===== config.mk =====
export PLATFORM = sky130hd
export DESIGN_NAME = varint_delta_index_decoder_top
export DESIGN_NICKNAME = d
export VERILOG_FILES = /design/src/rtl/vdid_pkg.sv /design/src/rtl/vdid_front.sv /design/src/rtl/vdid_fifo.sv /design/src/rtl/vdid_accum.sv /design/src/rtl/vdid_emit.sv /design/src/rtl/varint_delta_index_decoder_top.sv
export SDC_FILE = /design/constraint.sdc
export NUM_CORES = 2
export LEC_CHECK = 0
export BUFFER_PORTS_ARGS = -buffer_cell sky130_fd_sc_hd__buf_2
export CAP_MARGIN = 0
export CORE_MARGIN = 2
export CORE_UTILIZATION = 34
export CTS_CLUSTER_DIAMETER = 200
export DETAILED_ROUTE_END_ITERATION = 12
export REMOVE_ABC_BUFFERS = 1
export SYNTH_ARGS = -nofsm -noshare
export SYNTH_HDL_FRONTEND = slang
export SYNTH_HIERARCHICAL = 1
export SYNTH_SLANG_ARGS = --single-unit

===== constraint.sdc =====
create_clock -name clk -period 39.9 [get_ports clk]
set_clock_uncertainty 0.05 [all_clocks]
set_input_delay 3.99 -clock clk [delete_from_list [all_inputs] [get_ports clk]]
set_output_delay 3.99 -clock clk [all_outputs]
set_load 0.1 [all_outputs]

===== src/rtl/vdid_pkg.sv =====
`default_nettype none

package vdid_pkg;

    localparam int unsigned VALUE_W    = 64;
    localparam int unsigned FREQ_W     = 63;
    localparam int unsigned GROUP_BITS = 7;
    localparam int unsigned CNT_W      = 4;
    localparam logic [CNT_W-1:0] MAX_BYTES = 4'd10;

    localparam logic [VALUE_W-1:0] MIN_RESET = 64'h7FFF_FFFF_FFFF_FFFF;
    localparam logic [VALUE_W-1:0] MAX_RESET = 64'h8000_0000_0000_0000;

    localparam int unsigned FIFO_DEPTH = 4;
    localparam int unsigned FIFO_PTR_W = $clog2(FIFO_DEPTH);
    localparam int unsigned FIFO_CNT_W = $clog2(FIFO_DEPTH + 1);

    // Position of the next varint inside a term-dictionary tuple
    typedef enum logic [1:0] {
        PH_TERM   = 2'd0,
        PH_OFFSET = 2'd1,
        PH_FREQ   = 2'd2
    } phase_t;

    // One event from the byte assembler to the accumulator
    typedef struct packed {
        logic [VALUE_W-1:0] value;
        logic               complete;
        logic               new_list;
        logic               clear_stats;
        logic               ovl;
    } event_t;

    // One step from the accumulator to the tracker and output stage
    typedef struct packed {
        logic [VALUE_W-1:0] main_val;
        logic [VALUE_W-1:0] offset_val;
        logic [FREQ_W-1:0]  freq;
        logic               emit;
        logic               clear_stats;
        logic               ovl;
    } step_t;

endpackage

`default_nettype wire


===== src/rtl/vdid_front.sv =====
`default_nettype none

module vdid_front (
    input  wire logic            clk,
    input  wire logic            rst_n,
    input  wire logic            in_valid,
    output logic                 in_ready,
    input  wire logic [7:0]      byte_in,
    input  wire logic            new_list,
    input  wire logic            clear_stats,
    output logic                 push_valid,
    input  wire logic            push_ready,
    output vdid_pkg::event_t     push_data
);
    import vdid_pkg::*;

    logic [VALUE_W-1:0] part_reg, part_next;
    logic [CNT_W-1:0]   count_reg, count_next;
    logic [VALUE_W-1:0] part_base;
    logic [CNT_W-1:0]   count_base;
    logic [VALUE_W-1:0] part_new;
    logic [6:0]         shift_amt;
    logic               in_range;
    logic               complete;
    logic               accept;

    assign in_ready = push_ready;
    assign accept   = in_valid && in_ready;
    assign complete = !byte_in[7];

    always_comb
    begin
        part_base  = new_list ? '0 : part_reg;
        count_base = new_list ? '0 : count_reg;
        in_range   = count_base < MAX_BYTES;
        shift_amt  = 7'(count_base * GROUP_BITS);
        part_new   = part_base;
        if (in_range)
        begin
            part_new = part_base | (VALUE_W'(byte_in[6:0]) << shift_amt);
        end
        part_next  = part_reg;
        count_next = count_reg;
        if (accept)
        begin
            if (complete)
            begin
                part_next  = '0;
                count_next = '0;
            end
            else
            begin
                part_next  = part_new;
                count_next = in_range ? count_base + 1'b1 : count_base;
            end
        end
    end

    // Forward only bytes that matter to the back end
    assign push_valid            = accept && (complete || new_list || clear_stats || !in_range);
    assign push_data.value       = part_new;
    assign push_data.complete    = complete;
    assign push_data.new_list    = new_list;
    assign push_data.clear_stats = clear_stats;
    assign push_data.ovl         = !in_range;

    always_ff @(posedge clk or negedge rst_n)
    begin
        if (!rst_n)
        begin
            part_reg  <= '0;
            count_reg <= '0;
        end
        else
        begin
            part_reg  <= part_next;
            count_reg <= count_next;
        end
    end

endmodule

`default_nettype wire


===== src/rtl/vdid_fifo.sv =====
`default_nettype none

module vdid_fifo (
    input  wire logic             clk,
    input  wire logic             rst_n,
    input  wire logic             push_valid,
    output logic                  push_ready,
    input  wire vdid_pkg::event_t push_data,
    output logic                  pop_valid,
    input  wire logic             pop_ready,
    output vdid_pkg::event_t      pop_data
);
    import vdid_pkg::*;

    event_t                mem_reg [FIFO_DEPTH];
    logic [FIFO_PTR_W-1:0] wr_ptr_reg, wr_ptr_next;
    logic [FIFO_PTR_W-1:0] rd_ptr_reg, rd_ptr_next;
    logic [FIFO_CNT_W-1:0] count_reg, count_next;
    logic                  do_push;
    logic                  do_pop;

    assign push_ready = count_reg != FIFO_CNT_W'(FIFO_DEPTH);
    assign pop_valid  = count_reg != '0;
    assign pop_data   = mem_reg[rd_ptr_reg];
    assign do_push    = push_valid && push_ready;
    assign do_pop     = pop_valid && pop_ready;

    always_comb
    begin
        wr_ptr_next = do_push ? wr_ptr_reg + 1'b1 : wr_ptr_reg;
        rd_ptr_next = do_pop ? rd_ptr_reg + 1'b1 : rd_ptr_reg;
        count_next  = count_reg;
        if (do_push && !do_pop)
        begin
            count_next = count_reg + 1'b1;
        end
        else if (do_pop && !do_push)
        begin
            count_next = count_reg - 1'b1;
        end
    end

    always_ff @(posedge clk)
    begin
        if (do_push)
        begin
            mem_reg[wr_ptr_reg] <= push_data;
        end
    end

    always_ff @(posedge clk or negedge rst_n)
    begin
        if (!rst_n)
        begin
            wr_ptr_reg <= '0;
            rd_ptr_reg <= '0;
            count_reg  <= '0;
        end
        else
        begin
            wr_ptr_reg <= wr_ptr_next;
            rd_ptr_reg <= rd_ptr_next;
            count_reg  <= count_next;
        end
    end

endmodule

`default_nettype wire


===== src/rtl/vdid_accum.sv =====
`default_nettype none

module vdid_accum (
    input  wire logic             clk,
    input  wire logic             rst_n,
    input  wire logic             cfg_write_en,
    input  wire logic             cfg_write_data,
    input  wire logic             ev_valid,
    output logic                  ev_ready,
    input  wire vdid_pkg::event_t ev_data,
    output logic                  st_valid,
    input  wire logic             st_ready,
    output vdid_pkg::step_t       st_data
);
    import vdid_pkg::*;

    logic               mode_reg;
    logic [VALUE_W-1:0] term_reg, term_next;
    logic [VALUE_W-1:0] offset_reg, offset_next;
    logic [VALUE_W-1:0] docid_reg, docid_next;
    phase_t             phase_reg, phase_next;
    logic               mark_reg, mark_next;
    logic               st_valid_reg, st_valid_next;
    step_t              st_reg, st_next;
    logic [VALUE_W-1:0] term_base, offset_base, docid_base;
    phase_t             phase_base;
    logic               mark_base;
    logic               pop;

    assign ev_ready = !st_valid_reg || st_ready;
    assign pop      = ev_valid && ev_ready;
    assign st_valid = st_valid_reg;
    assign st_data  = st_reg;

    always_comb
    begin
        term_base   = ev_data.new_list ? '0 : term_reg;
        offset_base = ev_data.new_list ? '0 : offset_reg;
        docid_base  = ev_data.new_list ? '0 : docid_reg;
        phase_base  = ev_data.new_list ? PH_TERM : phase_reg;
        mark_base   = (ev_data.new_list ? 1'b0 : mark_reg) | ev_data.ovl;

        term_next   = term_base;
        offset_next = offset_base;
        docid_next  = docid_base;
        phase_next  = phase_base;
        mark_next   = mark_base;

        st_next             = st_reg;
        st_next.emit        = 1'b0;
        st_next.clear_stats = ev_data.clear_stats;
        st_next.ovl         = mark_base;

        if (ev_data.complete)
        begin
            if (mode_reg)
            begin
                docid_next         = docid_base + ev_data.value;
                st_next.emit       = 1'b1;
                st_next.main_val   = docid_next;
                st_next.offset_val = '0;
                st_next.freq       = '0;
            end
            else
            begin
                unique case (phase_base)
                    PH_OFFSET:
                    begin
                        offset_next = offset_base + ev_data.value;
                        phase_next  = PH_FREQ;
                    end
                    PH_FREQ:
                    begin
                        phase_next         = PH_TERM;
                        st_next.emit       = 1'b1;
                        st_next.main_val   = term_base;
                        st_next.offset_val = offset_base;
                        st_next.freq       = ev_data.value[FREQ_W-1:0];
                    end
                    default:
                    begin
                        term_next  = term_base + ev_data.value;
                        phase_next = PH_OFFSET;
                    end
                endcase
            end
        end
        // Drop the overlong mark once a result carries it
        if (st_next.emit)
        begin
            mark_next = 1'b0;
        end

        st_valid_next = st_valid_reg;
        if (pop)
        begin
            st_valid_next = 1'b1;
        end
        else if (st_ready)
        begin
            st_valid_next = 1'b0;
        end
    end

    always_ff @(posedge clk)
    begin
        if (pop)
        begin
            st_reg <= st_next;
        end
    end

    always_ff @(posedge clk or negedge rst_n)
    begin
        if (!rst_n)
        begin
            mode_reg     <= 1'b0;
            term_reg     <= '0;
            offset_reg   <= '0;
            docid_reg    <= '0;
            phase_reg    <= PH_TERM;
            mark_reg     <= 1'b0;
            st_valid_reg <= 1'b0;
        end
        else
        begin
            if (cfg_write_en)
            begin
                mode_reg <= cfg_write_data;
            end
            if (pop)
            begin
                term_reg   <= term_next;
                offset_reg <= offset_next;
                docid_reg  <= docid_next;
                phase_reg  <= phase_next;
                mark_reg   <= mark_next;
            end
            st_valid_reg <= st_valid_next;
        end
    end

endmodule

`default_nettype wire


===== src/rtl/vdid_emit.sv =====
`default_nettype none

module vdid_emit (
    input  wire logic                        clk,
    input  wire logic                        rst_n,
    input  wire logic                        st_valid,
    output logic                             st_ready,
    input  wire vdid_pkg::step_t             st_data,
    output logic                             out_valid,
    input  wire logic                        out_ready,
    output logic signed [vdid_pkg::VALUE_W-1:0] value_main,
    output logic signed [vdid_pkg::VALUE_W-1:0] value_offset,
    output logic [vdid_pkg::FREQ_W-1:0]         doc_count,
    output logic signed [vdid_pkg::VALUE_W-1:0] low_seen,
    output logic signed [vdid_pkg::VALUE_W-1:0] high_seen,
    output logic [vdid_pkg::FREQ_W-1:0]         peak_freq,
    output logic                             overlong
);
    import vdid_pkg::*;

    logic signed [VALUE_W-1:0] min_reg, min_next;
    logic signed [VALUE_W-1:0] max_reg, max_next;
    logic [FREQ_W-1:0]         peak_reg, peak_next;
    logic signed [VALUE_W-1:0] min_base, max_base, main_s;
    logic [FREQ_W-1:0]         peak_base;
    logic                      out_valid_reg, out_valid_next;
    logic                      take;
    logic                      load;

    logic signed [VALUE_W-1:0] main_out_reg, offset_out_reg, low_out_reg, high_out_reg;
    logic [FREQ_W-1:0]         freq_out_reg, peak_out_reg;
    logic                      ovl_out_reg;

    // A step with no result never waits for the output register
    assign st_ready = !st_data.emit || !out_valid_reg || out_ready;
    assign take     = st_valid && st_ready;
    assign load     = take && st_data.emit;

    always_comb
    begin
        main_s    = $signed(st_data.main_val);
        min_base  = st_data.clear_stats ? $signed(MIN_RESET) : min_reg;
        max_base  = st_data.clear_stats ? $signed(MAX_RESET) : max_reg;
        peak_base = st_data.clear_stats ? '0 : peak_reg;
        min_next  = min_base;
        max_next  = max_base;
        peak_next = peak_base;
        if (st_data.emit)
        begin
            if (main_s < min_base)
            begin
                min_next = main_s;
            end
            if (max_base < main_s)
            begin
                max_next = main_s;
            end
            if (st_data.freq > peak_base)
            begin
                peak_next = st_data.freq;
            end
        end

        out_valid_next = out_valid_reg;
        if (load)
        begin
            out_valid_next = 1'b1;
        end
        else if (out_ready)
        begin
            out_valid_next = 1'b0;
        end
    end

    always_ff @(posedge clk)
    begin
        if (load)
        begin
            main_out_reg   <= main_s;
            offset_out_reg <= $signed(st_data.offset_val);
            freq_out_reg   <= st_data.freq;
            low_out_reg    <= min_next;
            high_out_reg   <= max_next;
            peak_out_reg   <= peak_next;
            ovl_out_reg    <= st_data.ovl;
        end
    end

    always_ff @(posedge clk or negedge rst_n)
    begin
        if (!rst_n)
        begin
            min_reg       <= $signed(MIN_RESET);
            max_reg       <= $signed(MAX_RESET);
            peak_reg      <= '0;
            out_valid_reg <= 1'b0;
        end
        else
        begin
            if (take)
            begin
                min_reg  <= min_next;
                max_reg  <= max_next;
                peak_reg <= peak_next;
            end
            out_valid_reg <= out_valid_next;
        end
    end

    assign out_valid    = out_valid_reg;
    assign value_main   = main_out_reg;
    assign value_offset = offset_out_reg;
    assign doc_count    = freq_out_reg;
    assign low_seen     = low_out_reg;
    assign high_seen    = high_out_reg;
    assign peak_freq    = peak_out_reg;
    assign overlong     = ovl_out_reg;

endmodule

`default_nettype wire


===== src/rtl/varint_delta_index_decoder_top.sv =====
// Channel  Handshake               Payload
// in       in_valid / in_ready     byte_in, new_list, clear_stats
// out      out_valid / out_ready   value_main, value_offset, doc_count, low_seen,
//                                  high_seen, peak_freq, overlong
// cfg      cfg_write_en            cfg_write_data (stream_mode)
//
// One byte per cycle sustained while the event queue is not full; the byte that
// completes a result passes the event queue, sum stage and tracker/output register.
// The rate is set by the 64-bit sum add and the min/max compares, one per stage.
// in_ready drops only when the four-entry event queue is full.
// Reset is asynchronous; all trackers and sums are usable the cycle after release.
`default_nettype none

module varint_delta_index_decoder_top (
    input  wire logic                        clk,
    input  wire logic                        rst_n,
    input  wire logic                        cfg_write_en,
    input  wire logic                        cfg_write_data,
    input  wire logic                        in_valid,
    output logic                             in_ready,
    input  wire logic [7:0]                  byte_in,
    input  wire logic                        new_list,
    input  wire logic                        clear_stats,
    output logic                             out_valid,
    input  wire logic                        out_ready,
    output logic signed [vdid_pkg::VALUE_W-1:0] value_main,
    output logic signed [vdid_pkg::VALUE_W-1:0] value_offset,
    output logic [vdid_pkg::FREQ_W-1:0]         doc_count,
    output logic signed [vdid_pkg::VALUE_W-1:0] low_seen,
    output logic signed [vdid_pkg::VALUE_W-1:0] high_seen,
    output logic [vdid_pkg::FREQ_W-1:0]         peak_freq,
    output logic                             overlong
);
    import vdid_pkg::*;

    logic   push_valid, push_ready;
    event_t push_data;
    logic   ev_valid, ev_ready;
    event_t ev_data;
    logic   st_valid, st_ready;
    step_t  st_data;

    vdid_front u_front (
        .clk         (clk),
        .rst_n       (rst_n),
        .in_valid    (in_valid),
        .in_ready    (in_ready),
        .byte_in     (byte_in),
        .new_list    (new_list),
        .clear_stats (clear_stats),
        .push_valid  (push_valid),
        .push_ready  (push_ready),
        .push_data   (push_data)
    );

    vdid_fifo u_fifo (
        .clk        (clk),
        .rst_n      (rst_n),
        .push_valid (push_valid),
        .push_ready (push_ready),
        .push_data  (push_data),
        .pop_valid  (ev_valid),
        .pop_ready  (ev_ready),
        .pop_data   (ev_data)
    );

    vdid_accum u_accum (
        .clk            (clk),
        .rst_n          (rst_n),
        .cfg_write_en   (cfg_write_en),
        .cfg_write_data (cfg_write_data),
        .ev_valid       (ev_valid),
        .ev_ready       (ev_ready),
        .ev_data        (ev_data),
        .st_valid       (st_valid),
        .st_ready       (st_ready),
        .st_data        (st_data)
    );

    vdid_emit u_emit (
        .clk          (clk),
        .rst_n        (rst_n),
        .st_valid     (st_valid),
        .st_ready     (st_ready),
        .st_data      (st_data),
        .out_valid    (out_valid),
        .out_ready    (out_ready),
        .value_main   (value_main),
        .value_offset (value_offset),
        .doc_count    (doc_count),
        .low_seen     (low_seen),
        .high_seen    (high_seen),
        .peak_freq    (peak_freq),
        .overlong     (overlong)
    );

    a_main_in_range: assert property (@(posedge clk) disable iff (!rst_n)
        out_valid |-> (low_seen <= value_main) && (value_main <= high_seen))
        else $error("value_main outside tracked range");

    a_peak_covers_freq: assert property (@(posedge clk) disable iff (!rst_n)
        out_valid |-> peak_freq >= doc_count)
        else $error("peak_freq below doc_count");

    a_step_drains: assert property (@(posedge clk) disable iff (!rst_n)
        st_valid && !st_data.emit |-> st_ready)
        else $error("step without result stalled");

endmodule

`default_nettype wire

==> reports/metrics.cfg <==
[outcome]
status = finished, final reports clean

[cts]
cts_hold_buf = 0
post-cts-setup-buffers = 0
cts_sinks = 1313
cts.htree.levels = 4
cts_tree = done
cts_resized = 0
clk_latency_ns = 0.81
clk_path_buf_depth = 3
cts_root_buffer = clkbuf_16
cts_buffers = 140
clk_pin_slew_ns = 0.06

[critical_path]
setup.worst_path.start_class = primary input
cp_common_cell = buf_4
r2r_start = u_accum/st_data[1]$_DFFE_PP_
cp-end-kind = flip-flop
cp.arrival_ns = 8.21
path_cells = buf_2 > nand3b_1 > buf_4 > nand2b_1 > nand2_4 > inv_2 > buf_4 > nand2_1 > buf_4 > a22oi_1 > a41oi_1 > o21a_1
cp.required_ns = 40.54
crit_buf_inv = 5
crit_path_max_incr_delay_ns = 0.69
cp_slowest_cell = buf_4
path_max_fanout = 73
crit_type = primary input to flip-flop
path_delay_family = buffers and inverters
crit_start = out_ready

[logic_synthesis]
synth_simple_gate_area_frac = 0.131
ys_ff_latch = 1313
ys_async_sr_fraction = 0.353
synthFlopType = edfxtp_1
synth_fa_ha_area_frac = 0.0531
avgSynthCellArea_um2 = 10.9
synth_commonest_cells = edfxtp_1 (849), nand2_1 (592), nor2_1 (489)
syn-cell-area_mm2 = 0.0736
synth_area_leaders = edfxtp_1 (35%), dfrtp_1 (14%), ha_1 (5.0%)
yosys-mux-area-fraction = 0.0754
yosysWarningCount = 6
synth_top_area_share = 0.346
synth_edf_count = 849
synth_cell_types = 121
synth_compound_area_frac = 0.157
yosysSeqAreaShare = 0.505
yosys.area.top_type = edfxtp_1
synth_most_common_cell = edfxtp_1
synth_cells = 6754
synth_top_family_by_area = compound AO/OA/AOI/OAI gates
synth_xor_area_frac = 0.0325

[global_route]
grt_overflow = 0
grt_pass1_wl_um = 331000
grt_usage = 0.194
antenna_found_initial = 17
grt_pass1_vias = 51900
grt_max_degree = 138

[hold_path]
hold_class = flip-flop to flip-flop
hp-start = u_accum/st_data[106]$_SDFFCE_PP0P_

[cells_and_area]
multi_input_area_mm2 = 0.0332
fillCellCount = 20800
drive_gt1_frac = 0.142
ff_latch_area_mm2 = 0.0372
largest_reg_flops = 272
areaGrowthSynthToFinish_pct = 11.4
post-route-util = 0.382
fin_area_mm2 = 0.0821
nets = 7154

[die]
rows = 170
fp.dieW_um = 469
initial_core_util = 0.342
die_area_mm2 = 0.220
num_io_pins = 401
core_area_mm2 = 0.215
die_h_um = 469

[timing]
tightest_slew_ns = 1.23
setup-tns-final_ns = 0
final_hold_viol_count = 0
setup_viol = 0
finalMaxSlewViolations = 0
period_needed_ns = 7.57
fin_crit_sh = 0.190
setup_slack_ns = 32.33
fmax_mhz = 132
max-slew-margin-rel = 0.174
rsz0062_at_grt = false

[drt]
vias_per_cell = 5.54
drt-initial-drc-count = 5541
final_antenna_net_count = 0
wire_per_inst_um = 22.5
drt-total-wl_um = 221000
first_pass_iters = 6
vias = 54400
drc_errors = 0

[placed_design]
place_area_mm2 = 0.0773
io_buffers = 400
hpwl_um = 155000
finalWeightedCongestion = 0.933
pre_cts_ws_ns = 31.62

[flow_run]
maxCapViolCount = 0

[layout by cell type (no fill, tap or decap), types with 109 or more instances in the layout]
cell	synthesis	layout
a21o_1	109	109
a21oi_1	368	368
a22o_1	249	249
a31oi_1	202	202
buf_2	104	399
clkbuf_16	0	143
dfrtp_1	400	396
edfxtp_1	849	849
ha_1	293	293
inv_1	224	223
mux2i_1	323	320
nand2_1	592	590
nand3_1	129	128
nor2_1	489	488
nor2b_1	205	204
o21ai_0	318	318
xnor2_1	150	150
xor2_1	123	123
[routing by layer]
metal | up-vias | part of all wire | GRT usage
li1 | 25200 | - | -
met1 | 27100 | 0.46 | 0.279
met2 | 1836 | 0.45 | 0.296
met3 | 298 | 0.057 | 0.0275
met4 | 12 | 0.034 | 0.0697
met5 | - | 0.00032 | 0
[area by class of cell]
cell class | count | area share
flip-flops and latches | 1313 | 0.453
diodes | 12 | 0.000366
multi-input cells | 4691 | 0.404
repair buffers | 470 | 0.0312
clock buffers | 187 | 0.0467
inverters | 227 | 0.0104
well taps | 2838 | 0.0433
clock inverters | 73 | 0.0103
[final timing paths]
kind / end / slack [ns] / cells after the start
worst max-delay path: u_accum/offset_reg[46]$_DFFE_PN0P_ / 32.33 / 12
worst min-delay path: u_emit/value_offset[40]$_DFFE_PP_ / 0.36 / 0
worst max register to register: u_emit/low_seen[0]$_DFFE_PP_ / 32.49 / 15
worst min register to register: u_emit/value_offset[40]$_DFFE_PP_ / 0.36 / 0
max in group asynchronous: u_accum/st_valid$_DFFE_PN0P_ / 34.22 / 3
min in group asynchronous: u_emit/peak_reg[23]$_DFFE_PN0P_ / 3.15 / 1
[cell families after synthesis]
group,count (synthesis)
compound gates,1709
simple gates,1934
fa+ha+maj,315
xor+xnor,273
flops,1313
buf+inv,750
mux,460
[per-stage QoR]
stage | std cells | hold slack, ns
after floorplan | 6231 | 0.350
after global placement | 9539 | 0.358
after detailed placement | 9539 | 0.355
after CTS | 9799 | 0.365
after global routing | 9802 | 0.374
final | 9811 | 0.357
Power is not shown: default switching activity piles up to over one toggle a cycle in this logic, so the estimate is an artifact.
